$ cat src/sv/ydqe_pkg.sv
// Package for the YAML double-quote escaper: command word type, codes and
// character helper functions. Depends on nothing; every other file imports it.
package ydqe_pkg;

   localparam int BODY_MAX = 6;          // longest body: backslash, 'u', four hex digits
   localparam int BODY_LEN_W = 3;
   localparam int QUEUE_DEPTH = 2;
   localparam int QUEUE_PTR_W = 1;
   localparam int QUEUE_CNT_W = 2;
   localparam int ITEM_CNT_W = 4;        // holds the largest result count of one item

   localparam logic [7:0] CH_QUOTE = 8'h22;
   localparam logic [7:0] CH_BACKSLASH = 8'h5c;
   localparam logic [7:0] CH_LOWER_U = 8'h75;
   localparam logic [7:0] CH_DEL = 8'h7f;
   localparam logic [7:0] CH_ESC = 8'h1b;

   typedef enum logic [1:0] {
      CLOSE_NONE  = 2'd0,
      CLOSE_QUOTE = 2'd1,
      CLOSE_ERROR = 2'd2
   } close_type;

   // One command per accepted word that causes results.
   typedef struct packed {
      logic                          open_quote;
      logic [BODY_LEN_W-1:0]         body_len;
      logic [BODY_MAX-1:0][7:0]      body;
      close_type                     close_kind;
   } cmd_type;

   // Head of the queue as the back end sees it.
   typedef struct packed {
      logic    valid;
      cmd_type cmd;
   } head_type;

   // Letter of a named escape, or zero when the byte has none.
   function automatic logic [7:0] named_escape(input logic [7:0] b);
      logic [7:0] n;
      case (b)
         8'h00:        n = 8'h30;  // '0'
         8'h07:        n = 8'h61;  // 'a'
         8'h08:        n = 8'h62;  // 'b'
         8'h09:        n = 8'h74;  // 't'
         8'h0a:        n = 8'h6e;  // 'n'
         8'h0b:        n = 8'h76;  // 'v'
         8'h0c:        n = 8'h66;  // 'f'
         8'h0d:        n = 8'h72;  // 'r'
         CH_ESC:       n = 8'h65;  // 'e'
         CH_QUOTE:     n = CH_QUOTE;
         CH_BACKSLASH: n = CH_BACKSLASH;
         default:      n = 8'h00;
      endcase
      return n;
   endfunction

   // Lowercase hex digit of a nibble.
   function automatic logic [7:0] hex_char(input logic [3:0] n);
      logic [7:0] c;
      if (n < 4'd10) begin
         c = 8'h30 + {4'h0, n};
      end else begin
         c = 8'h57 + {4'h0, n};
      end
      return c;
   endfunction

endpackage

$ cat src/sv/ydqe_front.sv
// Front end of the escaper: strict UTF-8 decoder and classifier that turns
// each accepted word that causes results into one command. Depends on ydqe_pkg.
module ydqe_front (
   input  logic             clock,
   input  logic             reset,
   input  logic             accept,
   input  logic [7:0]       in_byte,
   input  logic             first_of_string,
   input  logic             last_of_string,
   input  logic             empty_string,
   output logic             push,
   output ydqe_pkg::cmd_type cmd
);
   import ydqe_pkg::*;

   logic [7:0] held0_ff, held1_ff, held2_ff;
   logic [7:0] held0_in, held1_in, held2_in;
   logic [1:0] need_ff, need_in;
   logic [2:0] seqlen_ff, seqlen_in;
   logic       error_ff, error_in;

   always_comb begin
      logic        err_c;
      logic [1:0]  need_c;
      logic [2:0]  len_c;
      logic [2:0]  pos;
      logic [7:0]  lo, hi, named;
      logic [15:0] cp;
      logic        hex_esc;

      err_c = first_of_string ? 1'b0 : error_ff;
      need_c = first_of_string ? 2'd0 : need_ff;
      len_c = first_of_string ? 3'd0 : seqlen_ff;
      error_in = err_c;
      need_in = need_c;
      seqlen_in = len_c;
      held0_in = held0_ff;
      held1_in = held1_ff;
      held2_in = held2_ff;
      pos = len_c - {1'b0, need_c};
      lo = 8'h80;
      hi = 8'hbf;
      named = named_escape(in_byte);
      cp = 16'h0000;
      hex_esc = 1'b0;

      cmd = '0;
      cmd.open_quote = first_of_string;
      cmd.close_kind = CLOSE_NONE;

      if (!empty_string && !err_c) begin
         if (need_c == 2'd0) begin
            if (in_byte <= CH_DEL) begin
               if (named != 8'h00) begin
                  cmd.body[0] = CH_BACKSLASH;
                  cmd.body[1] = named;
                  cmd.body_len = 3'd2;
               end else if (in_byte < 8'h20 || in_byte == CH_DEL) begin
                  cp = {8'h00, in_byte};
                  hex_esc = 1'b1;
               end else begin
                  cmd.body[0] = in_byte;
                  cmd.body_len = 3'd1;
               end
            end else if (in_byte >= 8'hc2 && in_byte <= 8'hdf) begin
               held0_in = in_byte;
               seqlen_in = 3'd2;
               need_in = 2'd1;
            end else if (in_byte >= 8'he0 && in_byte <= 8'hef) begin
               held0_in = in_byte;
               seqlen_in = 3'd3;
               need_in = 2'd2;
            end else if (in_byte >= 8'hf0 && in_byte <= 8'hf4) begin
               held0_in = in_byte;
               seqlen_in = 3'd4;
               need_in = 2'd3;
            end else begin
               error_in = 1'b1;
            end
         end else begin
            // The second byte of some leads has a narrower range.
            if (pos == 3'd1) begin
               case (held0_ff)
                  8'he0:   lo = 8'ha0;
                  8'hed:   hi = 8'h9f;
                  8'hf0:   lo = 8'h90;
                  8'hf4:   hi = 8'h8f;
                  default: begin
                     lo = 8'h80;
                     hi = 8'hbf;
                  end
               endcase
            end
            if (in_byte < lo || in_byte > hi) begin
               error_in = 1'b1;
               need_in = 2'd0;
               seqlen_in = 3'd0;
            end else begin
               need_in = need_c - 2'd1;
               if (need_in == 2'd0) begin
                  seqlen_in = 3'd0;
                  case (len_c)
                     3'd2: begin
                        cp = {5'h00, held0_ff[4:0], in_byte[5:0]};
                        if (cp >= 16'h0080 && cp <= 16'h009f) begin
                           hex_esc = 1'b1;
                        end else begin
                           cmd.body[0] = held0_ff;
                           cmd.body[1] = in_byte;
                           cmd.body_len = 3'd2;
                        end
                     end
                     3'd3: begin
                        cp = {held0_ff[3:0], held1_ff[5:0], in_byte[5:0]};
                        if (cp == 16'h2028 || cp == 16'h2029) begin
                           hex_esc = 1'b1;
                        end else begin
                           cmd.body[0] = held0_ff;
                           cmd.body[1] = held1_ff;
                           cmd.body[2] = in_byte;
                           cmd.body_len = 3'd3;
                        end
                     end
                     default: begin
                        cmd.body[0] = held0_ff;
                        cmd.body[1] = held1_ff;
                        cmd.body[2] = held2_ff;
                        cmd.body[3] = in_byte;
                        cmd.body_len = 3'd4;
                     end
                  endcase
               end else if (pos == 3'd1) begin
                  held1_in = in_byte;
               end else if (pos == 3'd2) begin
                  held2_in = in_byte;
               end
            end
         end
      end

      if (hex_esc) begin
         cmd.body[0] = CH_BACKSLASH;
         cmd.body[1] = CH_LOWER_U;
         cmd.body[2] = hex_char(cp[15:12]);
         cmd.body[3] = hex_char(cp[11:8]);
         cmd.body[4] = hex_char(cp[7:4]);
         cmd.body[5] = hex_char(cp[3:0]);
         cmd.body_len = 3'd6;
      end

      if (last_of_string) begin
         // A sequence cut off at the end of the string is invalid too.
         if (need_in != 2'd0 || error_in) begin
            cmd.close_kind = CLOSE_ERROR;
         end else begin
            cmd.close_kind = CLOSE_QUOTE;
         end
         need_in = 2'd0;
         seqlen_in = 3'd0;
         error_in = 1'b0;
      end

      push = accept && (first_of_string || last_of_string || cmd.body_len != 3'd0);
   end

   always_ff @(posedge clock) begin
      if (reset) begin
         need_ff <= 2'd0;
         seqlen_ff <= 3'd0;
         error_ff <= 1'b0;
      end else if (accept) begin
         need_ff <= need_in;
         seqlen_ff <= seqlen_in;
         error_ff <= error_in;
      end
   end

   always_ff @(posedge clock) begin
      if (accept) begin
         held0_ff <= held0_in;
         held1_ff <= held1_in;
         held2_ff <= held2_in;
      end
   end

endmodule

$ cat src/sv/ydqe_queue.sv
// Two-entry command queue between the front and back ends of the escaper.
// Depends on ydqe_pkg.
module ydqe_queue (
   input  logic              clock,
   input  logic              reset,
   input  logic              push,
   input  ydqe_pkg::cmd_type push_cmd,
   input  logic              pop,
   output logic              not_full,
   output ydqe_pkg::head_type head
);
   import ydqe_pkg::*;

   cmd_type                entry_ff [QUEUE_DEPTH];
   logic [QUEUE_PTR_W-1:0] wr_ptr_ff, wr_ptr_in;
   logic [QUEUE_PTR_W-1:0] rd_ptr_ff, rd_ptr_in;
   logic [QUEUE_CNT_W-1:0] count_ff, count_in;

   always_comb begin
      wr_ptr_in = push ? wr_ptr_ff + 1'b1 : wr_ptr_ff;
      rd_ptr_in = pop ? rd_ptr_ff + 1'b1 : rd_ptr_ff;
      count_in = count_ff + QUEUE_CNT_W'(push) - QUEUE_CNT_W'(pop);
      not_full = count_ff != QUEUE_CNT_W'(QUEUE_DEPTH);
      head.valid = count_ff != '0;
      head.cmd = entry_ff[rd_ptr_ff];
   end

   always_ff @(posedge clock) begin
      if (reset) begin
         wr_ptr_ff <= '0;
         rd_ptr_ff <= '0;
         count_ff <= '0;
      end else begin
         wr_ptr_ff <= wr_ptr_in;
         rd_ptr_ff <= rd_ptr_in;
         count_ff <= count_in;
      end
   end

   always_ff @(posedge clock) begin
      if (push) begin
         entry_ff[wr_ptr_ff] <= push_cmd;
      end
   end

endmodule

$ cat src/sv/ydqe_back.sv
// Back end of the escaper: steps through the queue head command one output byte per
// cycle while rsp_tready allows into a registered output word. Depends on ydqe_pkg.
module ydqe_back (
   input  logic               clock,
   input  logic               reset,
   input  ydqe_pkg::head_type head,
   output logic               pop,
   output logic               rsp_tvalid,
   input  logic               rsp_tready,
   output logic [7:0]         rsp_tdata,
   output logic               rsp_tlast,
   output logic [2:0]         rsp_tuser
);
   import ydqe_pkg::*;

   logic [2:0]  step_ff, step_in;
   logic        valid_ff, valid_in;
   logic [7:0]  char_ff, char_in;
   logic        char_valid_ff, char_valid_in;
   logic        status_ff, status_in;
   logic        end_ff, end_in;
   logic        last_item_ff, last_item_in;
   logic        load;

   always_comb begin
      logic [ITEM_CNT_W-1:0] total;
      logic [2:0]            body_idx;
      logic [7:0]            body_char;

      total = ITEM_CNT_W'(head.cmd.open_quote) + ITEM_CNT_W'(head.cmd.body_len)
            + ITEM_CNT_W'(head.cmd.close_kind != CLOSE_NONE);
      body_idx = step_ff - {2'b00, head.cmd.open_quote};
      case (body_idx)
         3'd0:    body_char = head.cmd.body[0];
         3'd1:    body_char = head.cmd.body[1];
         3'd2:    body_char = head.cmd.body[2];
         3'd3:    body_char = head.cmd.body[3];
         3'd4:    body_char = head.cmd.body[4];
         3'd5:    body_char = head.cmd.body[5];
         default: body_char = 8'h00;
      endcase

      char_valid_in = 1'b1;
      status_in = 1'b0;
      end_in = 1'b0;
      if (head.cmd.open_quote && step_ff == 3'd0) begin
         char_in = CH_QUOTE;
      end else if (body_idx < head.cmd.body_len) begin
         char_in = body_char;
      end else if (head.cmd.close_kind == CLOSE_ERROR) begin
         char_in = 8'h00;
         char_valid_in = 1'b0;
         status_in = 1'b1;
         end_in = 1'b1;
      end else begin
         char_in = CH_QUOTE;
         end_in = 1'b1;
      end
      last_item_in = {1'b0, step_ff} == total - 1'b1;

      load = head.valid && (!valid_ff || rsp_tready);
      pop = load && last_item_in;
      if (load) begin
         step_in = last_item_in ? 3'd0 : step_ff + 3'd1;
         valid_in = 1'b1;
      end else begin
         step_in = step_ff;
         valid_in = valid_ff && !rsp_tready;
      end
   end

   always_ff @(posedge clock) begin
      if (reset) begin
         step_ff <= 3'd0;
         valid_ff <= 1'b0;
      end else begin
         step_ff <= step_in;
         valid_ff <= valid_in;
      end
   end

   always_ff @(posedge clock) begin
      if (load) begin
         char_ff <= char_in;
         char_valid_ff <= char_valid_in;
         status_ff <= status_in;
         end_ff <= end_in;
         last_item_ff <= last_item_in;
      end
   end

   assign rsp_tvalid = valid_ff;
   assign rsp_tdata = char_ff;
   assign rsp_tlast = end_ff;
   assign rsp_tuser = {last_item_ff, status_ff, char_valid_ff};

endmodule

$ cat src/sv/yaml_double_quote_escaper_core.sv
// Top level of the YAML double-quote escaper: a UTF-8 checking front end, a
// command queue and an output sequencer. Depends on ydqe_pkg and the ydqe_ modules.
//
//   channel   direction   tdata          tuser                               tlast
//   req_      in          in_byte[7:0]   [0] first_of_string [1] empty_string last_of_string
//   rsp_      out         out_char[7:0]  [0] char_valid [1] status
//                                        [2] last_of_item                    end_of_string
//
// An input word is taken in every cycle while the two-entry command queue has
// room. Each word yields zero to eight output words, and the back end sends one
// per cycle while the output is not stalled: plain text streams at one byte per
// cycle, and an escape yields two or six output bytes.
// Reset is synchronous and active high; it clears the decoder state, the queue
// and the output valid flag. A stall on the output side holds the output word,
// fills the queue and then drops req_tready; input idling only empties the queue.
module yaml_double_quote_escaper_core (
   input  logic       clock,
   input  logic       reset,
   // Input words.
   input  logic       req_tvalid,
   output logic       req_tready,
   input  logic [7:0] req_tdata,   // [7:0] in_byte
   input  logic [1:0] req_tuser,   // [0] first_of_string, [1] empty_string
   input  logic       req_tlast,   // last_of_string
   // Result words.
   output logic       rsp_tvalid,
   input  logic       rsp_tready,
   output logic [7:0] rsp_tdata,   // [7:0] out_char
   output logic [2:0] rsp_tuser,   // [0] char_valid, [1] status, [2] last_of_item
   output logic       rsp_tlast    // end_of_string
);
   import ydqe_pkg::*;

   logic     accept;
   logic     push;
   logic     pop;
   logic     not_full;
   cmd_type  push_cmd;
   head_type head;

   // The front end only advances on an accepted word; the queue gates that.
   assign req_tready = not_full;
   assign accept = req_tvalid && not_full;

   // Decodes the byte, tracks the open sequence and builds the command that
   // lists the opening quote, the escaped or passed body and the closing word.
   ydqe_front u_front (
      .clock           (clock),
      .reset           (reset),
      .accept          (accept),
      .in_byte         (req_tdata),
      .first_of_string (req_tuser[0]),
      .last_of_string  (req_tlast),
      .empty_string    (req_tuser[1]),
      .push            (push),
      .cmd             (push_cmd)
   );

   // Decouples the decoder from the output stalls.
   ydqe_queue u_queue (
      .clock    (clock),
      .reset    (reset),
      .push     (push),
      .push_cmd (push_cmd),
      .pop      (pop),
      .not_full (not_full),
      .head     (head)
   );

   // Walks the head command one result word per cycle while rsp_tready allows.
   ydqe_back u_back (
      .clock      (clock),
      .reset      (reset),
      .head       (head),
      .pop        (pop),
      .rsp_tvalid (rsp_tvalid),
      .rsp_tready (rsp_tready),
      .rsp_tdata  (rsp_tdata),
      .rsp_tlast  (rsp_tlast),
      .rsp_tuser  (rsp_tuser)
   );

endmodule
$ cat config.mk
export PLATFORM = sky130hd
export DESIGN_NAME = yaml_double_quote_escaper_core
export DESIGN_NICKNAME = d
export VERILOG_FILES = /design/src/sv/ydqe_pkg.sv /design/src/sv/ydqe_front.sv /design/src/sv/ydqe_queue.sv /design/src/sv/ydqe_back.sv /design/src/sv/yaml_double_quote_escaper_core.sv
export SDC_FILE = /design/constraint.sdc
export NUM_CORES = 1
export LEC_CHECK = 0
export ABC_AREA = 1
export ABC_CLOCK_PERIOD_IN_PS = 10750
export BUFFER_PORTS_ARGS = -buffer_cell sky130_fd_sc_hd__buf_2
export CAP_MARGIN = 20
export CORE_MARGIN = 2
export CORE_UTILIZATION = 60
export DETAILED_ROUTE_END_ITERATION = 12
export PLACE_DENSITY = 0.81
export SYNTH_ARGS = -nofsm -noshare
export SYNTH_HDL_FRONTEND = slang
export SYNTH_SLANG_ARGS = --single-unit
$ cat constraint.sdc
create_clock -name clock -period 10.75 [get_ports clock]
set_input_delay 1.075 -clock clock [delete_from_list [all_inputs] [get_ports clock]]
set_output_delay 1.075 -clock clock [all_outputs]
set_load 0.05 [all_outputs]
* Word-level counts from Yosys, hierarchy flattened
Memory sizes are Yosys's and may differ from the RTL's. A register that Yosys moved wholly into a read port is not among the register bits.
Cells that the tools add are included.
** Cells by class
- Equal/unequal tests :: 29
- $lt $le $gt $ge :: 17
- Div/mod/pow operators :: 0
- Shift operators :: 0
- Reduce and logical (&&, ||, !) cells :: 38
- $add $sub $neg :: 19
- Multiply operators :: 0
- Muxes and demuxes :: 101
- Bitwise gates (word level) :: 5
** Operator list (number)
- $mux W16 :: 10
- $mux W8 :: 18
- $mux W32 :: 3
- $pmux W7 S11 :: 1
- $pmux W16 S2 :: 2
- $mux W3 :: 17
- $mux W51 :: 1
- $eq A8 B4 Y1 const B :: 6
- $pmux W8 S6 :: 1
- $add A7 B4 Y8 const A :: 4
- $eq A16 B14 Y1 const B :: 2
- $eq A8 B8 Y1 const B :: 4
- $add A6 B4 Y7 const A :: 4
- $mux W1 :: 27
- $mux W2 :: 13
- $ge A8 B8 Y1 const B :: 3
- $le A8 B8 Y1 const B :: 3
- $mux W24 :: 1
- $pmux W6 S2 :: 2
- $eq A8 B7 Y1 const B :: 2
- $lt A4 B4 Y1 const B :: 4
- $pmux W8 S2 :: 1
- $eq A3 B2 Y1 const B :: 5
- $ge A11 B8 Y1 const B :: 1
- other kinds (42) :: 74
** Storage, ports and cells
- Memories :: 1
- Bits in latches :: 0
- Bits in read-only memories :: 0
- Input port bits :: 15
- Logic and storage cells :: 226
- Bits in writable memories :: 108
- Register bits :: 50
- Output and inout bits :: 14
** Memory list
- u_queue.entry_ff :: depth 2, bits a word 54, rd ports 1, clocked after memory_dff 1, write ports 1, line ydqe_queue.sv:14 : cmd_type entry_ff [QUEUE_DEPTH];

* Logic depth before layout (Yosys ltp)
- Depth after elaboration :: 19
- Gate-level depth with buffers :: 27
- Gate-level depth less buffers :: 26

* Cells and area by module
Synthesis repeated with hierarchy kept, for this count alone.
** Second synthesis, totals
- Cell total of the unflattened synthesis :: 887
- Area, all modules :: 8888.5 um^2
** By module, submodules not included
- ydqe_queue :: cells an instance 199, area each 4374.2 um^2, times used 1, seq. area each 3343.2 um^2
- ydqe_front :: cells an instance 469, area each 3041.7 um^2, times used 1, seq. area each 840.8 um^2
- ydqe_back :: cells an instance 217, area each 1465.2 um^2, times used 1, seq. area each 440.4 um^2
- yaml_double_quote_escaper_core :: cells an instance 2, area each 7.5 um^2, times used 1, seq. area each 0.0 um^2

* Worst setup path after synthesis
Ideal clock, no wire load.
- Path type :: input to register
- Start point :: input req_tuser[0]
- End point :: memory u_queue.entry_ff[0][0] (netlist name), enable pin
- Slack :: 3120 ps
- Arrival time :: 7104 ps
- Required time :: 10224 ps
- Stages on the path :: 21
- Path buffers :: 1
- Setup time :: 526 ps
- Cells stage by stage :: nor2_1 inv_1 ha_1 inv_1 fa_1 inv_1 nand2_1 nor2_2 inv_1 a21oi_1 ha_1 nand2_1 nand2_2 a21oi_4 nand4_1 nand2_4 nand2_4 buf_6 nand3_4 nor2_4 nor3_1
** On the way
- Longest elaborated chain between the ends :: 17
- Elaborated cells on any way between the ends :: 38
- Classes of those cells :: add/sub (2); order compare (2); eq/ne (3); mux (22); reduce/logical (9)
** Ends and longest elaborated chain
- from (decl) :: line yaml_double_quote_escaper_core.sv:23 : input logic [1:0] req_tuser,
- $mux W3 / $mux W2 (equally long branches) :: line ydqe_front.sv:33, ydqe_front.sv:32
- $sub A3 B2 Y3 :: line ydqe_front.sv:40 : pos = len_c - {1'b0, need_c};
- $eq A3 B1 Y1 :: line ydqe_front.sv:82 : if (pos == 3'd1) begin
- $mux W8 :: line ydqe_front.sv:82
- $mux W8 :: line ydqe_front.sv:52 : if (need_c == 2'd0) begin
- $mux W8 :: line ydqe_front.sv:51 : if (!empty_string && !err_c) begin
- $lt A8 B8 Y1 / $gt A8 B8 Y1 (equally long branches) :: line ydqe_front.sv:94 : if (in_byte < lo || in_byte > hi) begin
- $logic_or A1 B1 Y1 :: line ydqe_front.sv:94
- $mux W3 / $mux W1 (equally long branches) :: line ydqe_front.sv:94
- $mux W3 / $mux W1 (equally long branches) :: line ydqe_front.sv:52
- $mux W3 / $mux W1 (equally long branches) :: line ydqe_front.sv:51
- $mux W51 :: line ydqe_front.sv:141 : if (hex_esc) begin
- $reduce_bool A3 Y1 :: line ydqe_front.sv:163 : push = accept && (first_of_string || last_of_string || cmd.body_len != 3'd0);
- $logic_or A1 B1 Y1 (*) :: line ydqe_front.sv:163
- $logic_and A1 B1 Y1 (*) :: line ydqe_front.sv:163
- $mux W1 (*) :: line ydqe_queue.sv:41 : if (push) begin
- $mux W1 (not written as such) (*) :: line ydqe_queue.sv:42 : entry_ff[wr_ptr_ff] <= push_cmd;
- to (decl) :: line ydqe_queue.sv:14
Every way passes the cells marked *; elsewhere a longest branch is shown, timed or not. The select of a mux whose other input is x is not followed.

==> impl_metrics.toml <==
[synth]
post_synth_num_cell_types = 60
yosys.area.top_type_share_pct = 50.5
yosysWarnings = 0
number_of_flip_flops_and_latches_in_the_synthesized_netlist = 155
primary_flip_flop_cell_chosen_by_synthesis_mapping = "sky130_fd_sc_hd__edfxtp_1"
postSynthCellCount = 806
cells_taking_the_most_area_after_synthesis = "sky130_fd_sc_hd__edfxtp_1 51%, sky130_fd_sc_hd__nand2_1 6.8%, sky130_fd_sc_hd__mux2_2 5.7%"
netlist_area_um2 = 8320
synth_enable_flop_cells = 140
synthesis.area_per_instance_um2 = 10.3
post-synth-top-area-cell = "sky130_fd_sc_hd__edfxtp_1"
seq_area_frac_synth_pct = 54.1
async_reset_ff_share_pct = 0

[global_routing]
grt_first_pass_wirelength_mm = 31.0
groute.usage.overall_pct = 28.2
initial_antenna_violation_count = 0
grt-ovfl-total = 0
grt_pass1_vias = 5816
maximum_number_of_pins_on_one_net_before_global_route_repair = 56

[floorplan]
fp.dieArea_um2 = 14800
fp-row-count = 43
floorplan.die.height_um = 122
boundaryPins = 29
initial_utilization_pct = 60.7
floorplan.die.width_um = 122
coreArea_um2 = 13700

[place]
port_buffers = 28
gp_congestion = 0.989
hpwlAfterDp_mm = 13.8
dpl_worst_slack_ns = 5.50

[sta]
hold_viol_final = 0
setup_ws_ns = 5.90
final.period_utilization_pct = 45.2
tns_ns = 0
clock.fmax_mhz = 206
finalWorstPathRequiredPeriod_ns = 4.85
rsz0062_at_grt = "no"
slew_headroom_pct = 29.0
setup_viol = 0
timing_max_transition_violations_final = 0
whs_ns = 0.467
finalClockSkew_ns = 0.0129
worst_slew_pin_slew_ns = 1.06

[final_layout]
mostFrequentLayoutCells = "150 x sky130_fd_sc_hd__nand2_1, 140 x sky130_fd_sc_hd__edfxtp_1, 85 x sky130_fd_sc_hd__inv_1"
design.final.nets = 877
utilization_of_the_core_after_routing_pct = 66.7
layout-drive-gt1-share_pct = 20.4
final_common_cell = "sky130_fd_sc_hd__nand2_1"
layout-area-overhead-vs-synth_pct = 9.98
num_antenna_cells = 0

[clock_tree]
clkLatencyLatePin_ns = 0.44
cts_htree_levels = 4
numCtsBuffers = 17
cts_resized = 0
number_of_setup_buffers_added_after_cts = 0
clock_tree.root_cell = "sky130_fd_sc_hd__clkbuf_16"
cts_sinks = 155
tritoncts = "done"
cts_hold_buffers = 0
cts-root-to-sink-buffers = 2
cts.clk_slew.worst_paths_ns = 0.06

[power_and_ir_drop]
p_clk_share_pct = 29.3
total_power_uw = 1880
power_report.internal_total_uw = 1230
seq_pwr_share_pct = 41.5
power-per-cell-area_nw_per_um2 = 205
power_leakage_uw = 0.00366
total_switching_power_uw = 645
switching_share_pct = 34.3
power.ir.vdd_worst_uv = 97.5
comb_power_share_pct = 29.2

[drt]
drt-total-wl_mm = 19.7
detailroute.via_count = 6175
dr.pass1.iters = 5
detail-route-antenna-nets = 0
drt_iter0_drc = 585
via_per_inst = 5.98
post-route-drc-count = 0
wire_per_inst_um = 19.1

[setup_path]
cp.required_ns = 10.81
setup.worst_path.class = "in2reg"
crit_path_max_fanout = 52
launching_element_type_of_the_critical_path = "input port"
worst_setup_path_end_kind = "flop"
cp_data_arrival_time_ns = 4.91

[flow_run]
timing.max_cap.violations = 0

[min_path]
timing.hold.worst.class = "reg2reg"

[status]
outcome = "finished clean"
## critical path: stages
cell,delay (ns)
sky130_fd_sc_hd__buf_2,0.17
sky130_fd_sc_hd__inv_2,0.08
sky130_fd_sc_hd__nand2_1,0.10
sky130_fd_sc_hd__inv_1,0.09
sky130_fd_sc_hd__ha_1,0.20
sky130_fd_sc_hd__inv_1,0.06
sky130_fd_sc_hd__fa_1,0.42
sky130_fd_sc_hd__inv_1,0.07
sky130_fd_sc_hd__nand2_1,0.05
sky130_fd_sc_hd__nor2_2,0.15
sky130_fd_sc_hd__inv_1,0.09
sky130_fd_sc_hd__a21oi_1,0.14
sky130_fd_sc_hd__ha_1,0.29
sky130_fd_sc_hd__nand2_1,0.09
sky130_fd_sc_hd__nand2_2,0.07
sky130_fd_sc_hd__a21oi_4,0.24
sky130_fd_sc_hd__nand4_1,0.18
sky130_fd_sc_hd__nand2_4,0.14
sky130_fd_sc_hd__nand2_4,0.18
sky130_fd_sc_hd__nand2_1,0.21
sky130_fd_sc_hd__nor2_1,0.05
sky130_fd_sc_hd__nand2_1,0.05
sky130_fd_sc_hd__nand3_1,0.10
sky130_fd_sc_hd__inv_2,0.06
sky130_fd_sc_hd__buf_4,0.53
## state kept, by name (all words and copies together), names as in the netlist, named ones only
register and count:
u_front.error_ff 1, u_back.rsp_tdata 8, u_queue.rd_ptr_ff 1, u_front.need_ff 2, u_back.step_ff 3, u_queue.entry_ff 104
u_queue.wr_ptr_ff 1, u_queue.count_ff 2, u_front.held2_ff 8, u_front.seqlen_ff 3, u_front.held1_ff 8, u_back.rsp_tlast 1
u_back.rsp_tvalid 1, u_front.held0_ff 8, u_back.char_valid_ff 1, u_back.last_item_ff 1, u_back.status_ff 1
## cells in the mapped netlist, types with 6 or more instances
cell type,n
sky130_fd_sc_hd__buf_4,6
sky130_fd_sc_hd__ha_1,20
sky130_fd_sc_hd__inv_2,13
sky130_fd_sc_hd__a221oi_1,8
sky130_fd_sc_hd__nand2_1,150
sky130_fd_sc_hd__inv_1,86
sky130_fd_sc_hd__nand2_4,8
sky130_fd_sc_hd__mux2i_1,7
sky130_fd_sc_hd__nand4_1,11
sky130_fd_sc_hd__o21ai_0,24
sky130_fd_sc_hd__nand3_1,33
sky130_fd_sc_hd__dfxtp_1,15
sky130_fd_sc_hd__clkbuf_1,7
sky130_fd_sc_hd__nand2_2,11
sky130_fd_sc_hd__mux2_2,42
sky130_fd_sc_hd__nor2_1,71
sky130_fd_sc_hd__a21oi_1,36
sky130_fd_sc_hd__o221ai_1,7
sky130_fd_sc_hd__a31oi_1,12
sky130_fd_sc_hd__edfxtp_1,140
sky130_fd_sc_hd__nor2_4,8
sky130_fd_sc_hd__nor3_1,15
sky130_fd_sc_hd__buf_2,6
sky130_fd_sc_hd__nor2_2,7
## final timing paths
path	depth (start not counted)	slack, ns	startpoint	end
setup / recovery	25	5.90	req_tuser[0]	u_queue.entry_ff[1][12]
hold / removal	2	0.47	u_front.seqlen_ff[1]	u_front.seqlen_ff[1]
setup reg to reg	24	6.14	u_front.seqlen_ff[0]	u_queue.entry_ff[1][12]
hold reg to reg	2	0.47	u_front.seqlen_ff[1]	u_front.seqlen_ff[1]
## power groups by stage
stage	clock network [µW]	logic, µW	registers [µW]
after floorplan	0	337	858
after global placement	0	529	788
after detailed placement	0	538	793
after CTS	555	545	781
after global routing	577	600	788
final	551	548	781
## logic make-up after synthesis
family | Yosys count | share of synthesized area [%]
AND/OR/NAND/NOR | 328 | 19.2
flip-flops | 155 | 54.1
buffers and inverters | 124 | 6.24
AO/OA/AOI/OAI | 120 | 9.67
multiplexers | 49 | 6.52
adder cells (fa/ha/maj) | 22 | 3.49
XOR/XNOR | 7 | 0.737
other | 1 | 0.0451
## per-layer routing
metal | GRT usage [%] | share of wire [%] | up-vias
met5 | 0 | 0 | -
met4 | 13.9 | 4.3 | 0
met3 | 5.38 | 8.2 | 68
met2 | 43.5 | 46 | 298
met1 | 38.4 | 41 | 2930
li1 | - | - | 2879
## per-stage QoR
step | instances | cell area [µm²]
2_1_floorplan | 809 | 8330
5_1_grt | 1033 | 9150
3_5_place_dp | 1001 | 8620
3_3_place_gp | 1000 | 8610
4_1_cts | 1033 | 9150
6_report | 1033 | 9150
## area by class of cell
| type | count | area [µm²] |
|---|---|---|
| Fill cell | 1037 | 4570 |
| Sequential cell | 155 | 4510 |
| Multi-Input combinational cell | 530 | 3320 |
| Clock buffer | 20 | 437 |
| Inverter | 101 | 380 |
| Tap cell | 180 | 225 |
| Timing Repair Buffer | 35 | 190 |
| Clock inverter | 12 | 100 |
(Power assumes the default switching activity.)
